`config.mk`:
```
export PLATFORM = sky130hd
export DESIGN_NAME = shell_token_splitter_core
export DESIGN_NICKNAME = d
export VERILOG_FILES = /design/src/rtl/core/stsplit_pkg.sv /design/src/rtl/core/shell_token_splitter_core.sv
export VERILOG_INCLUDE_DIRS = /design/src /design/src/rtl/core
export SDC_FILE = /design/constraint.sdc
export NUM_CORES = 1
export LEC_CHECK = 0
export BUFFER_PORTS_ARGS = -buffer_cell sky130_fd_sc_hd__buf_4
export CAP_MARGIN = 20
export CELL_PAD_IN_SITES_DETAIL_PLACEMENT = 0
export CELL_PAD_IN_SITES_GLOBAL_PLACEMENT = 1
export CORE_MARGIN = 2
export CORE_UTILIZATION = 49
export CTS_CLUSTER_DIAMETER = 80
export CTS_CLUSTER_SIZE = 14
export DETAILED_ROUTE_END_ITERATION = 8
export GPL_ROUTABILITY_DRIVEN = 0
export GPL_TIMING_DRIVEN = 0
export PLACE_DENSITY_LB_ADDON = 0.08
export SETUP_SLACK_MARGIN = 0.05
export SYNTH_ARGS = -nofsm -noshare
export SYNTH_HDL_FRONTEND = slang
export SYNTH_SLANG_ARGS = --single-unit
```
`constraint.sdc`:
```
create_clock -name i_clk -period 4.3 [get_ports i_clk]
set_clock_uncertainty 0.2 [all_clocks]
set_input_delay 0.215 -clock i_clk [delete_from_list [all_inputs] [get_ports i_clk]]
set_output_delay 0.215 -clock i_clk [all_outputs]
set_load 0.005 [all_outputs]
```
`src/rtl/core/assert_macros.svh`:
```
// Assertion macros used by the RTL core
`ifndef ASSERT_MACROS_SVH
`define ASSERT_MACROS_SVH

// Property must hold at every rising clock edge outside reset
`define ASSERT_AT_CLK(lbl, clk, rst_n, prop) \
    lbl: assert property (@(posedge clk) disable iff (!(rst_n)) (prop)) \
        else $error("assertion failed: %m");

// Expression must never be true outside reset
`define ASSERT_NEVER(lbl, clk, rst_n, expr) \
    `ASSERT_AT_CLK(lbl, clk, rst_n, !(expr))

`endif

```
`src/rtl/core/stsplit_pkg.sv`:
```
// Types and constants of the shell token splitter
`timescale 1ns / 1ps
`default_nettype none

package stsplit_pkg;

    typedef struct packed {
        logic [7:0] char_in;
        logic       is_end;
    } t_tok_in;

    typedef struct packed {
        logic [7:0] char_out;
        logic       has_char;
        logic       token_start;
        logic       token_end;
        logic       is_operator;
        logic       run_last;
    } t_tok_out;

    // held redirection operator
    localparam logic [1:0] PEND_NONE = 2'd0;
    localparam logic [1:0] PEND_LT   = 2'd1;
    localparam logic [1:0] PEND_GT   = 2'd2;

    localparam logic [7:0] CH_NUL   = 8'h00;
    localparam logic [7:0] CH_PIPE  = 8'h7C;
    localparam logic [7:0] CH_LT    = 8'h3C;
    localparam logic [7:0] CH_GT    = 8'h3E;
    localparam logic [7:0] CH_SQUOT = 8'h27;
    localparam logic [7:0] CH_DQUOT = 8'h22;
    localparam logic [7:0] CH_SPACE = 8'h20;
    localparam logic [7:0] CH_TAB   = 8'h09;
    localparam logic [7:0] CH_LF    = 8'h0A;
    localparam logic [7:0] CH_CR    = 8'h0D;
    localparam logic [7:0] CH_VT    = 8'h0B;
    localparam logic [7:0] CH_FF    = 8'h0C;

    localparam t_tok_out RES_NONE = '0;

endpackage

`default_nettype wire

```
`src/rtl/core/shell_token_splitter_core.sv`:
```
// Shell command-line token splitter: one byte in, up to two token words out
//
//  channel | valid       | stall        | payload
//  --------+-------------+--------------+---------------------------
//  input   | i_in_valid  | o_in_stall   | i_in_data  (t_tok_in)
//  output  | o_out_valid | i_out_stall  | o_out_data (t_tok_out)
//
// A byte is registered on entry and split, once the queue has room, into
// 0..2 words that go to a 4-entry result queue. One byte per cycle is taken
// while the queue has room for two words; the output drains one word per
// cycle while i_out_stall is low, so bytes that give two words set the pace.
// Synchronous active-low reset empties the queue and clears quote state.
`timescale 1ns / 1ps
`default_nettype none
`include "assert_macros.svh"

module shell_token_splitter_core
    import stsplit_pkg::*;
(
    input  wire logic     i_clk,
    input  wire logic     i_rst_n,
    input  wire logic     i_in_valid,
    input  wire t_tok_in  i_in_data,
    output logic          o_in_stall,
    output logic          o_out_valid,
    output t_tok_out      o_out_data,
    input  wire logic     i_out_stall
);

    localparam int unsigned QDEPTH = 4;
    localparam int unsigned QAW    = $clog2(QDEPTH);

    // tokenizer state
    logic       r_sq, r_dq, r_word_open;
    logic [1:0] r_pend;
    logic       n_sq, n_dq, n_word_open;
    logic [1:0] n_pend;

    // input register
    logic       r_in_valid;
    t_tok_in    r_in;

    // result queue
    t_tok_out         r_q [QDEPTH];
    logic [QAW-1:0]   r_wr_ptr, r_rd_ptr;
    logic [QAW:0]     r_count;

    logic in_fire, proc_fire, out_fire, q_room;

    assign q_room     = (r_count <= (QAW+1)'(QDEPTH - 2));
    assign proc_fire  = r_in_valid && q_room;
    assign o_in_stall = r_in_valid && !q_room;
    assign in_fire    = i_in_valid && !o_in_stall;
    assign o_out_valid = (r_count != '0);
    assign o_out_data  = r_q[r_rd_ptr];
    assign out_fire    = o_out_valid && !i_out_stall;

    // ---------------- split logic ----------------
    logic [7:0] c;
    logic       eol, is_space, is_op, is_quote_tgl;
    logic [7:0] held;

    assign c   = r_in.char_in;
    assign eol = r_in.is_end || (c == CH_NUL);
    assign is_space = (c == CH_SPACE) || (c == CH_TAB) || (c == CH_LF) ||
                      (c == CH_CR) || (c == CH_VT) || (c == CH_FF);
    assign is_op    = (c == CH_PIPE) || (c == CH_LT) || (c == CH_GT);
    assign is_quote_tgl = (c == CH_SQUOT && !r_dq) || (c == CH_DQUOT && !r_sq);
    // code 3 never arises; it reads as a held '>'
    assign held = (r_pend == PEND_LT) ? CH_LT : CH_GT;

    // new token from this byte with nothing open
    logic       st_emit, st_word, st_sq, st_dq;
    logic [1:0] st_pend;
    t_tok_out   st_res;

    always_comb begin
        st_emit = 1'b0;
        st_word = 1'b0;
        st_pend = PEND_NONE;
        st_sq   = r_sq;
        st_dq   = r_dq;
        st_res  = RES_NONE;
        if (!is_space) begin
            if (!r_sq && !r_dq && is_op) begin
                if (c == CH_PIPE) begin
                    st_emit = 1'b1;
                    st_res  = '{char_out: c, has_char: 1'b1, token_start: 1'b1,
                                token_end: 1'b1, is_operator: 1'b1, run_last: 1'b0};
                end else begin
                    st_pend = (c == CH_LT) ? PEND_LT : PEND_GT;
                end
            end else begin
                if (c == CH_SQUOT && !r_dq) begin
                    st_sq = !r_sq;
                end else if (c == CH_DQUOT && !r_sq) begin
                    st_dq = !r_dq;
                end
                st_emit = 1'b1;
                st_word = 1'b1;
                st_res  = '{char_out: c, has_char: 1'b1, token_start: 1'b1,
                            token_end: 1'b0, is_operator: 1'b0, run_last: 1'b0};
            end
        end
    end

    t_tok_out   res0, res1, close_res;
    logic [1:0] n_res;

    assign close_res = '{char_out: CH_NUL, has_char: 1'b0, token_start: 1'b0,
                         token_end: 1'b1, is_operator: 1'b0, run_last: 1'b0};

    always_comb begin
        n_sq        = r_sq;
        n_dq        = r_dq;
        n_word_open = r_word_open;
        n_pend      = r_pend;
        res0        = RES_NONE;
        res1        = RES_NONE;
        n_res       = 2'd0;
        if (r_pend != PEND_NONE) begin
            n_pend = PEND_NONE;
            if (!eol && c == held) begin
                res0  = '{char_out: held, has_char: 1'b1, token_start: 1'b1,
                          token_end: 1'b0, is_operator: 1'b1, run_last: 1'b0};
                res1  = '{char_out: c, has_char: 1'b1, token_start: 1'b0,
                          token_end: 1'b1, is_operator: 1'b1, run_last: 1'b0};
                n_res = 2'd2;
            end else begin
                res0  = '{char_out: held, has_char: 1'b1, token_start: 1'b1,
                          token_end: 1'b1, is_operator: 1'b1, run_last: 1'b0};
                n_res = 2'd1;
                if (!eol) begin
                    n_sq        = st_sq;
                    n_dq        = st_dq;
                    n_word_open = st_word;
                    n_pend      = st_pend;
                    if (st_emit) begin
                        res1  = st_res;
                        n_res = 2'd2;
                    end
                end
            end
        end else if (r_word_open) begin
            n_res = 2'd1;
            if (eol) begin
                res0        = close_res;
                n_word_open = 1'b0;
            end else if (is_quote_tgl) begin
                if (c == CH_SQUOT) begin
                    n_sq = !r_sq;
                end else begin
                    n_dq = !r_dq;
                end
                res0 = '{char_out: c, has_char: 1'b1, token_start: 1'b0,
                         token_end: 1'b0, is_operator: 1'b0, run_last: 1'b0};
            end else if (!r_sq && !r_dq && (is_space || is_op)) begin
                // word ends here; an operator then starts its own token
                res0        = close_res;
                n_word_open = st_word;
                n_pend      = st_pend;
                if (st_emit) begin
                    res1  = st_res;
                    n_res = 2'd2;
                end
            end else begin
                res0 = '{char_out: c, has_char: 1'b1, token_start: 1'b0,
                         token_end: 1'b0, is_operator: 1'b0, run_last: 1'b0};
            end
        end else if (!eol) begin
            n_sq        = st_sq;
            n_dq        = st_dq;
            n_word_open = st_word;
            n_pend      = st_pend;
            if (st_emit) begin
                res0  = st_res;
                n_res = 2'd1;
            end
        end
        if (n_res == 2'd2) begin
            res1.run_last = 1'b1;
        end else begin
            res0.run_last = 1'b1;
        end
    end

    // ---------------- registers ----------------
    logic [QAW:0] push_cnt;
    assign push_cnt = proc_fire ? (QAW+1)'(n_res) : '0;

    always_ff @(posedge i_clk) begin
        if (!i_rst_n) begin
            r_in_valid  <= 1'b0;
            r_sq        <= 1'b0;
            r_dq        <= 1'b0;
            r_word_open <= 1'b0;
            r_pend      <= PEND_NONE;
            r_wr_ptr    <= '0;
            r_rd_ptr    <= '0;
            r_count     <= '0;
        end else begin
            if (in_fire) begin
                r_in_valid <= 1'b1;
            end else if (proc_fire) begin
                r_in_valid <= 1'b0;
            end
            if (proc_fire) begin
                r_sq        <= n_sq;
                r_dq        <= n_dq;
                r_word_open <= n_word_open;
                r_pend      <= n_pend;
                r_wr_ptr    <= r_wr_ptr + QAW'(n_res);
            end
            if (out_fire) begin
                r_rd_ptr <= r_rd_ptr + 1'b1;
            end
            r_count <= r_count + push_cnt - (QAW+1)'(out_fire);
        end
    end

    always_ff @(posedge i_clk) begin
        if (in_fire) begin
            r_in <= i_in_data;
        end
        if (proc_fire && n_res != 2'd0) begin
            r_q[r_wr_ptr] <= res0;
        end
        if (proc_fire && n_res == 2'd2) begin
            r_q[r_wr_ptr + 1'b1] <= res1;
        end
    end

    // ---------------- checks ----------------
    `ASSERT_AT_CLK(a_q_bound, i_clk, i_rst_n, r_count <= (QAW+1)'(QDEPTH))
    `ASSERT_NEVER(a_pend_word, i_clk, i_rst_n, (r_pend != PEND_NONE) && r_word_open)
    `ASSERT_AT_CLK(a_pend_code, i_clk, i_rst_n,
        r_pend == PEND_NONE || r_pend == PEND_LT || r_pend == PEND_GT)
    `ASSERT_AT_CLK(a_stall_hold, i_clk, i_rst_n,
        (r_in_valid && !q_room) |=> (r_in_valid && $stable(r_in)))

endmodule

`default_nettype wire
```
==> metrics.cfg <==
[critical_path]
criticalPathCategory=reg -> reg
cp_slowest_cell=or3b_2
crit_chain=or3b_2, or3_1, a41oi_2, o211ai_1, a21boi_2, or2_2, ha_1, inv_1, ha_1, inv_1, fa_1, xor2_1, xnor2_1, and2_1
critPathTopFamily=simple AND/OR/NAND/NOR gates
slowest_delay_ns=0.55
worstPathArrival_ns=4.11
r2r_cells=14
critPathBufInv=2
path_max_fanout=10
endpoint_kind=register
startpoint_type=register
required_ns=4.36
worstSetupPathDepth=14

[detailed_routing]
wl_per_cell_um=19.03
viasPerCell=6.057
drt-pass1-iter-count=6
drc=0
vias=3071
wl_um=9649
detail-route-antenna-nets=0
drtIter0Drc=216

[global_routing]
overflow=0
grt_max_degree=15
grt_pass1_wl_um=15100
grt_pass1_vias=2846
use_met1_pct=30.13
grtUsageMet3_pct=4.777
met2_usage_pct=36.23
busiest_layer=met2
antenna_found_initial=0
grt_use_total_pct=22.27

[logic_synthesis]
synth_nets=364
avgSynthCellArea_um2=12.05
syn_area_mm2=0.004168
synth-main-ff-cell=edfxtp_1
ys_warn_count=0
ys_ff_latch=76
seq_area_frac_synth_pct=51.16
synthCells=346
ys_types=70
synth_edf_count=61
async_flop_share_pct=0

[power]
ir_drop_mv=0.2194
fin_total_pwr_mw=2.005
p_leak_nw=1.776
powerDensity_mw_per_mm2=413.4

[timing]
min_period_ns=4.049
finalHoldViolations=0
setup_violations=0
fin_setup_tns_ns=0
maxSlewViolCount=0
tightestPinTransition_ns=0.9489
slew-limit-headroom_pct=36.74
fin_hold_ws_ns=0.1085
post-route-period-util_pct=94.17
rsz0062_at_grt=no
max_freq_mhz=247.0

[min_path]
hp-class=in -> reg
hold_depth=4

[clock_network]
cts_tree=yes
root_buffer=clkbuf_8
path_clk_slew_ns=0.09
cts_sinks=76
clk_latency_ns=0.36
cts_buffer_depth=2
cts_buffers=9
htree_num_levels=3

[final_layout]
antennaDiodeCount=0
layout_common_cells=61 x edfxtp_1, 32 x buf_4, 21 x nor2_1
final_cell_area_mm2=0.004850
drive_gt1_share_pct=22.64
nets=415
syn_to_final_growth_pct=16.36
fin_cells=507
layout_commonest_cell=edfxtp_1

[floorplan]
die_height_um=96.23
pin_count=28
design.core.area_mm2=0.008217
initial_core_util_pct=50.72
fp-row-count=33
die-area_mm2=0.009259
fp.dieW_um=96.23

[placement]
placed_area_mm2=0.004527
io_buffers=27
hpwl_um=6780
dp.cells=480

[job]
maxCapViolCount=0

[run_status]
status=completed

## layer usage
| layer | part of all wire [%] | vias to the layer above |
|---|---|---|
| met3 | 4.1 | 13 |
| met2 | 48 | 84 |
| met5 | 0 | - |
| met4 | 1.5 | 0 |
| met1 | 46 | 1515 |
| li1 | - | 1459 |
## tightest hold or removal path, cell delays in order
cell	delay, ns
buf_4	0.08
nor2b_1	0.06
xor2_1	0.15
and2_1	0.14
## flip-flops by register name (all words and copies together), names as in the netlist, named ones only
name         cells
r_word_open      1
r_count          3
r_dq             1
r_wr_ptr         2
r_rd_ptr         2
r_q             52
r_in             1
r_in_valid       1
r_pend           2
c                8
r_sq             1
## report_power, final
part           leakage [nW]  internal [mW]  switching, mW
clock                0.0958          0.271          0.284
combinational         0.998          0.279          0.265
sequential            0.682          0.866         0.0396
total                  1.78           1.42          0.589
## synth_stat cells, types with 3 or more instances
cell       n  area share (%)
edfxtp_1  61              44
nor2_1    21             1.9
nand2_1   20             1.8
o21ai_0   18             2.2
a21o_1    16             2.9
dfxtp_1   15             7.2
clkbuf_1  14             1.3
mux4_2    13             7.0
nand3_1   13             1.6
a21oi_1   12             1.4
mux2i_1   12             2.9
nor2b_1   12             1.8
and2_1    10             1.5
nor3_1     7            0.84
inv_1      6            0.54
o31ai_1    6             1.1
a31oi_1    5            0.75
ha_1       4             1.2
or2_2      4            0.60
xnor2_1    4            0.84
a41oi_1    3            0.63
buf_2      3            0.36
nand2b_1   3            0.45
nand4_1    3            0.45
or3_1      3            0.45
## through the flow
step / setup slack (ns) / utilization, %
floorplan: 0.4757 / -
global placement: -0.3598 / 54.79
detailed placement: -0.05441 / 55.09
CTS: 0.06215 / 58.79
global route: 0.07555 / 59.02
finish: 0.2507 / 59.02
## final cells by class
type	count	area (um^2)
plain buffers	20	90.09
clock buffers	9	123.9
clock inverters	7	76.32
fillers	674	3367
inverters	6	22.52
multi-input cells	243	1941
flip-flops and latches	76	2132
well taps	105	131.4
repair buffers	41	332.8
## repair_timing
| item | 4_1_cts | 5_1_grt |
|---|---|---|
| setup endpoints to repair | 1 | 2 |
| pin swaps | 0 | 1 |
| hold buffers | 10 | 0 |
| endpoints found under the hold margin | 10 | 0 |
| buffers inserted | 0 | 2 |
| gates resized for setup | 1 | 1 |
## worst paths after layout
check                   start           to  slack (ns)
setup / recovery         c[4]   r_count[2]        0.25
hold / removal    i_out_stall  r_rd_ptr[0]        0.11
setup reg to reg         c[4]   r_count[2]        0.25
hold reg to reg   r_wr_ptr[0]  r_wr_ptr[0]        0.36
## logic make-up (layout without fill, tap and decap cells)
kind of cell             count (synthesis)  count (layout)  synth area share (%)
AO/OA/AOI/OAI                           94              94                 17.95
multiplexers                            25              25                 9.907
flip-flops                              76              76                 51.16
XOR/XNOR                                 6               6                 1.261
AND/OR/NAND/NOR                        113             113                 15.25
buffers and inverters                   27              83                 2.792
adder cells (fa/ha/maj)                  5               5                 1.681
No activity file was read; power rests on OpenSTA's default activity.
